[src/hdl/pwrv_ram.sv]
// generic single-port ram with registered read
module pwrv_ram #(
   parameter int WIDTH  = 8,
   parameter int DEPTH  = 32,
   parameter int ADDR_W = (DEPTH > 1) ? $clog2(DEPTH) : 1
) (
   input  logic              clock,
   input  logic              we,
   input  logic [ADDR_W-1:0] addr,
   input  logic [WIDTH-1:0]  wdata,
   output logic [WIDTH-1:0]  rdata
);

   logic [WIDTH-1:0] mem_ff [DEPTH];
   logic [WIDTH-1:0] rdata_ff;

   always_ff @(posedge clock) begin
      if (we) begin
         mem_ff[addr] <= wdata;
      end
      rdata_ff <= mem_ff[addr];
   end

   assign rdata = rdata_ff;

endmodule

[config.mk]
export PLATFORM = sky130hd
export DESIGN_NAME = pwrv_ram
export DESIGN_NICKNAME = d
export VERILOG_FILES = /design/src/hdl/pwrv_ram.sv
export SDC_FILE = /design/constraint.sdc
export NUM_CORES = 1
export LEC_CHECK = 0
export ABC_AREA = 1
export BUFFER_PORTS_ARGS = -buffer_cell sky130_fd_sc_hd__buf_4
export CAP_MARGIN = 20
export CELL_PAD_IN_SITES_DETAIL_PLACEMENT = 1
export CELL_PAD_IN_SITES_GLOBAL_PLACEMENT = 1
export CORE_MARGIN = 2
export CORE_UTILIZATION = 40
export DETAILED_ROUTE_END_ITERATION = 10
export GPL_ROUTABILITY_DRIVEN = 0
export PLACE_DENSITY_LB_ADDON = 0.1
export SETUP_SLACK_MARGIN = 0.1
export SYNTH_ARGS = -nofsm -noshare
export SYNTH_HDL_FRONTEND = slang
export SYNTH_SLANG_ARGS = --single-unit
[constraint.sdc]
create_clock -name clock -period 3.5 [get_ports clock]
set_input_delay 0.525 -clock clock [delete_from_list [all_inputs] [get_ports clock]]
set_output_delay 0.525 -clock clock [all_outputs]
set_load 0.02 [all_outputs]
## Word level (Yosys, flattened, before mapping)

Memory sizes are Yosys's and may differ from the RTL's. A register that Yosys moved wholly into a read port is not among the register bits.
Index checks and enable logic that the tools add are counted.

| storage, ports and cells | value |
|---|---|
| register bits | 0 |
| memory bits (writable) | 256 |
| logic and storage cells | 3 |
| memories | 1 |

| cells by class | value |
|---|---|
| mux-type cells | 2 |

Memory list:

| memory | words | bits a word | rd ports | clocked after Yosys merged registers in | wr ports | RTL line | text |
|---|---|---|---|---|---|---|---|
| mem_ff | 32 | 8 | 1 | 1 | 1 | 14 | `logic [WIDTH-1:0] mem_ff [DEPTH];` |

Operator list:

| kind | count |
|---|---|
| two-way mux 1 bit | 2 |

## Longest topological paths before layout

| depth | value |
|---|---|
| depth in word-level cells | 2 |
| gate-level depth with buffers | 12 |

## Worst setup path after synthesis

OpenSTA, ideal clock, no wires.

| path | value |
|---|---|
| kind | input-to-reg |
| start | in addr[2] |
| end | mem mem_ff[28][0] (enable) |
| arrival | 1.617 ns |
| path slack | 1.513 ns |
| stages | 5 |
| path buffers | 1 |
| cell sequence | buf_4 > inv_2 > nor3_2 > inv_1 > nor2_1 |

RTL lines:

| element | RTL line | text |
|---|---|---|
| from (decl) | 9 | `input logic [ADDR_W-1:0] addr,` |
| to (decl) | 14 |  |

No word-level cell before the write port.

## Final worst setup path

| path | value |
|---|---|
| start | in addr[0] |
| end | mem mem_ff[17][7] (enable) |

No word-level cell before the write port.

==> flow_metrics.py <==
metrics = {
    "run_status": {
        "status": "finished clean",
    },
    "floorplan": {
        "initial_utilization": 0.408,
        "fp.dieArea_um2": 28800,
        "die_h_um": 170,
        "rows": 60,
        "fp.dieW_um": 170,
        "io_pins": 23,
        "core_um2": 27000,
    },
    "worst_hold_path": {
        "hold_class": "input port to flip-flop",
    },
    "clocking": {
        "holdBufCountCts": 0,
        "numClockSinks": 264,
        "cts.path.max_buffers": 3,
        "cts_resized": 0,
        "cts_setup_buffers": 0,
        "clk_latency_ns": 0.55,
        "clockRootBuffer": "clkbuf_16",
        "htreeDepth": 1,
        "cts_tree": "done",
        "cts.clk_slew.worst_paths_ns": 0.06,
        "numCtsBuffers": 29,
    },
    "yosys": {
        "syn_area_um2": 11000,
        "ys_ff_latch": 264,
        "synth_seq_area_share": 0.714,
        "ys_warn_count": 0,
        "syn_area_per_cell_um2": 10.3,
        "syn-num-nets": 1078,
        "syn_inst": 1063,
        "synthDistinctLibCells": 12,
    },
    "power_and_ir_drop": {
        "leakage_uw": 0.00509,
        "p_per_area_nw_per_um2": 544,
        "vdd_drop_max_mv": 0.368,
        "p_total_uw": 6710,
    },
    "global_routing": {
        "grt_use_total": 0.204,
        "grt_max_degree": 92,
        "grt_antenna_before_repair": 0,
        "grt_pass1_wl_mm": 44.1,
        "grt_pass1_vias": 7471,
        "grt.overflow.total": 0,
    },
    "route": {
        "dr_total_vias": 7058,
        "vias_per_cell": 4.87,
        "detail_route.first_pass.iterations": 6,
        "drt_iter0_markers": 376,
        "drc": 0,
        "drt-total-wl_mm": 28.2,
        "wl_per_cell_um": 19.5,
        "ant_nets": 0,
    },
    "worst_setup_path": {
        "worstPathMaxFanout": 41,
        "worst_ep_arrival_time_ns": 2.45,
        "crit_path_end_kind": "flip-flop",
        "required_ns": 3.67,
        "criticalPathCategory": "input port to flip-flop",
        "startpoint_type": "input port",
    },
    "placed_design": {
        "dp_hpwl_mm": 16.8,
        "io_buffers": 22,
        "dpl_cell_area_um2": 11500,
    },
    "flow_run": {
        "drv_cap": 0,
    },
    "finish": {
        "n_antenna_cell": 0,
        "nets": 1107,
        "drive_gt1_frac": 0.0830,
        "utilization": 0.457,
        "area_growth_pct": 12.2,
        "fin_area_um2": 12300,
    },
    "sta": {
        "fin_setup_tns_ns": 0,
        "setup_viol": 0,
        "fmax_mhz": 438,
        "report.final.slew_viol_count": 0,
        "max-slew-margin-rel": 0.491,
        "fin_hold_ws_ns": 0.439,
        "finalCritPeriodShare": 0.652,
        "final_hold_viol_count": 0,
        "fin_crit_ns": 2.28,
        "worst_slew_pin_slew_ns": 0.761,
        "rsz0062_at_grt": "false",
        "clock_skew_ns": 0.0145,
    },
}
==> routing by layer <==
layer / share of wire / vias up / routed length [µm] / track usage
li1: - / 3491 / - / -
met1: 0.47 / 3410 / 13400 / 0.288
met2: 0.47 / 112 / 13200 / 0.338
met3: 0.033 / 45 / 935 / 0.0252
met4: 0.024 / 0 / 679 / 0.0517
met5: 0 / - / 0 / 0
==> registers in the layout, summed over array words and instances, names as in the netlist <==
register	flops
rdata	8
mem_ff	256
==> Yosys cell counts <==
master	count	area, µm²
inv_2	9	33.8
dfxtp_1	8	160
inv_1	4	15.0
nand3_1	4	20.0
buf_2	24	120
buf_4	13	97.6
clkbuf_1	8	30.0
nor2_1	48	180
buf_6	1	11.3
nand2_1	680	2550
edfxtp_1	256	7690
nor3_2	8	80.1
==> cells in the final DEF (no fill, tap or decap) <==
master	count
buf_4	43
buf_12	1
bufinv_16	1
clkbuf_16	29
nor3_2	8
nand3_1	4
inv_2	8
inv_1	4
dfxtp_1	8
nor2_1	48
inv_4	1
nand2_1	680
inv_6	1
clkbuf_1	10
edfxtp_1	256
clkinv_1	7
==> cell type report <==
type | instances | area (µm²)
repair buffers | 44 | 343
flip-flops and latches | 264 | 7850
clock inverters | 9 | 65.1
well taps | 341 | 427
inverters | 13 | 51.3
multi-input cells | 740 | 2830
clock buffers | 39 | 763
fillers | 2981 | 14600
==> where the power goes <==
| part | switching [µW] | internal [µW] | leakage (µW) | total (µW) |
|---|---|---|---|---|
| logic | 321 | 109 | 0.00231 | 430 |
| clock network | 1170 | 1580 | 0.000399 | 2750 |
| registers | 15.3 | 3520 | 0.00237 | 3530 |
| total | 1510 | 5200 | 0.00509 | 6710 |
==> stage by stage <==
step | setup slack, ns | cells
floorplan | 1.51 | 1063
global placement | 0.674 | 1402
detailed placement | 0.606 | 1402
CTS | 1.19 | 1450
global route | 1.07 | 1450
finish | 1.22 | 1450
==> worst paths after layout <==
check / slack (ns) / depth (start not counted) / from / endpoint
hold / removal: 0.44 / 1 / wdata[1] / mem_ff[10][1]$_DFFE_PP_
hold reg to reg: 0.73 / 8 / mem_ff[24][2]$_DFFE_PP_ / rdata[2]$_DFF_P_
setup / recovery: 1.22 / 3 / addr[0] / mem_ff[17][7]$_DFFE_PP_
setup reg to reg: 2.25 / 8 / mem_ff[13][3]$_DFFE_PP_ / rdata[3]$_DFF_P_
==> logic make-up after synthesis <==
group	Yosys count	share of synthesized area
flops	264	0.714
buf+inv	59	0.0280
simple gates	740	0.258
==> worst max-delay path, stage by stage <==
cell	delay [ns]
buf_4	0.44
nand3_1	0.67
nor2_1	0.78
Power figures use the tool's default switching activity.
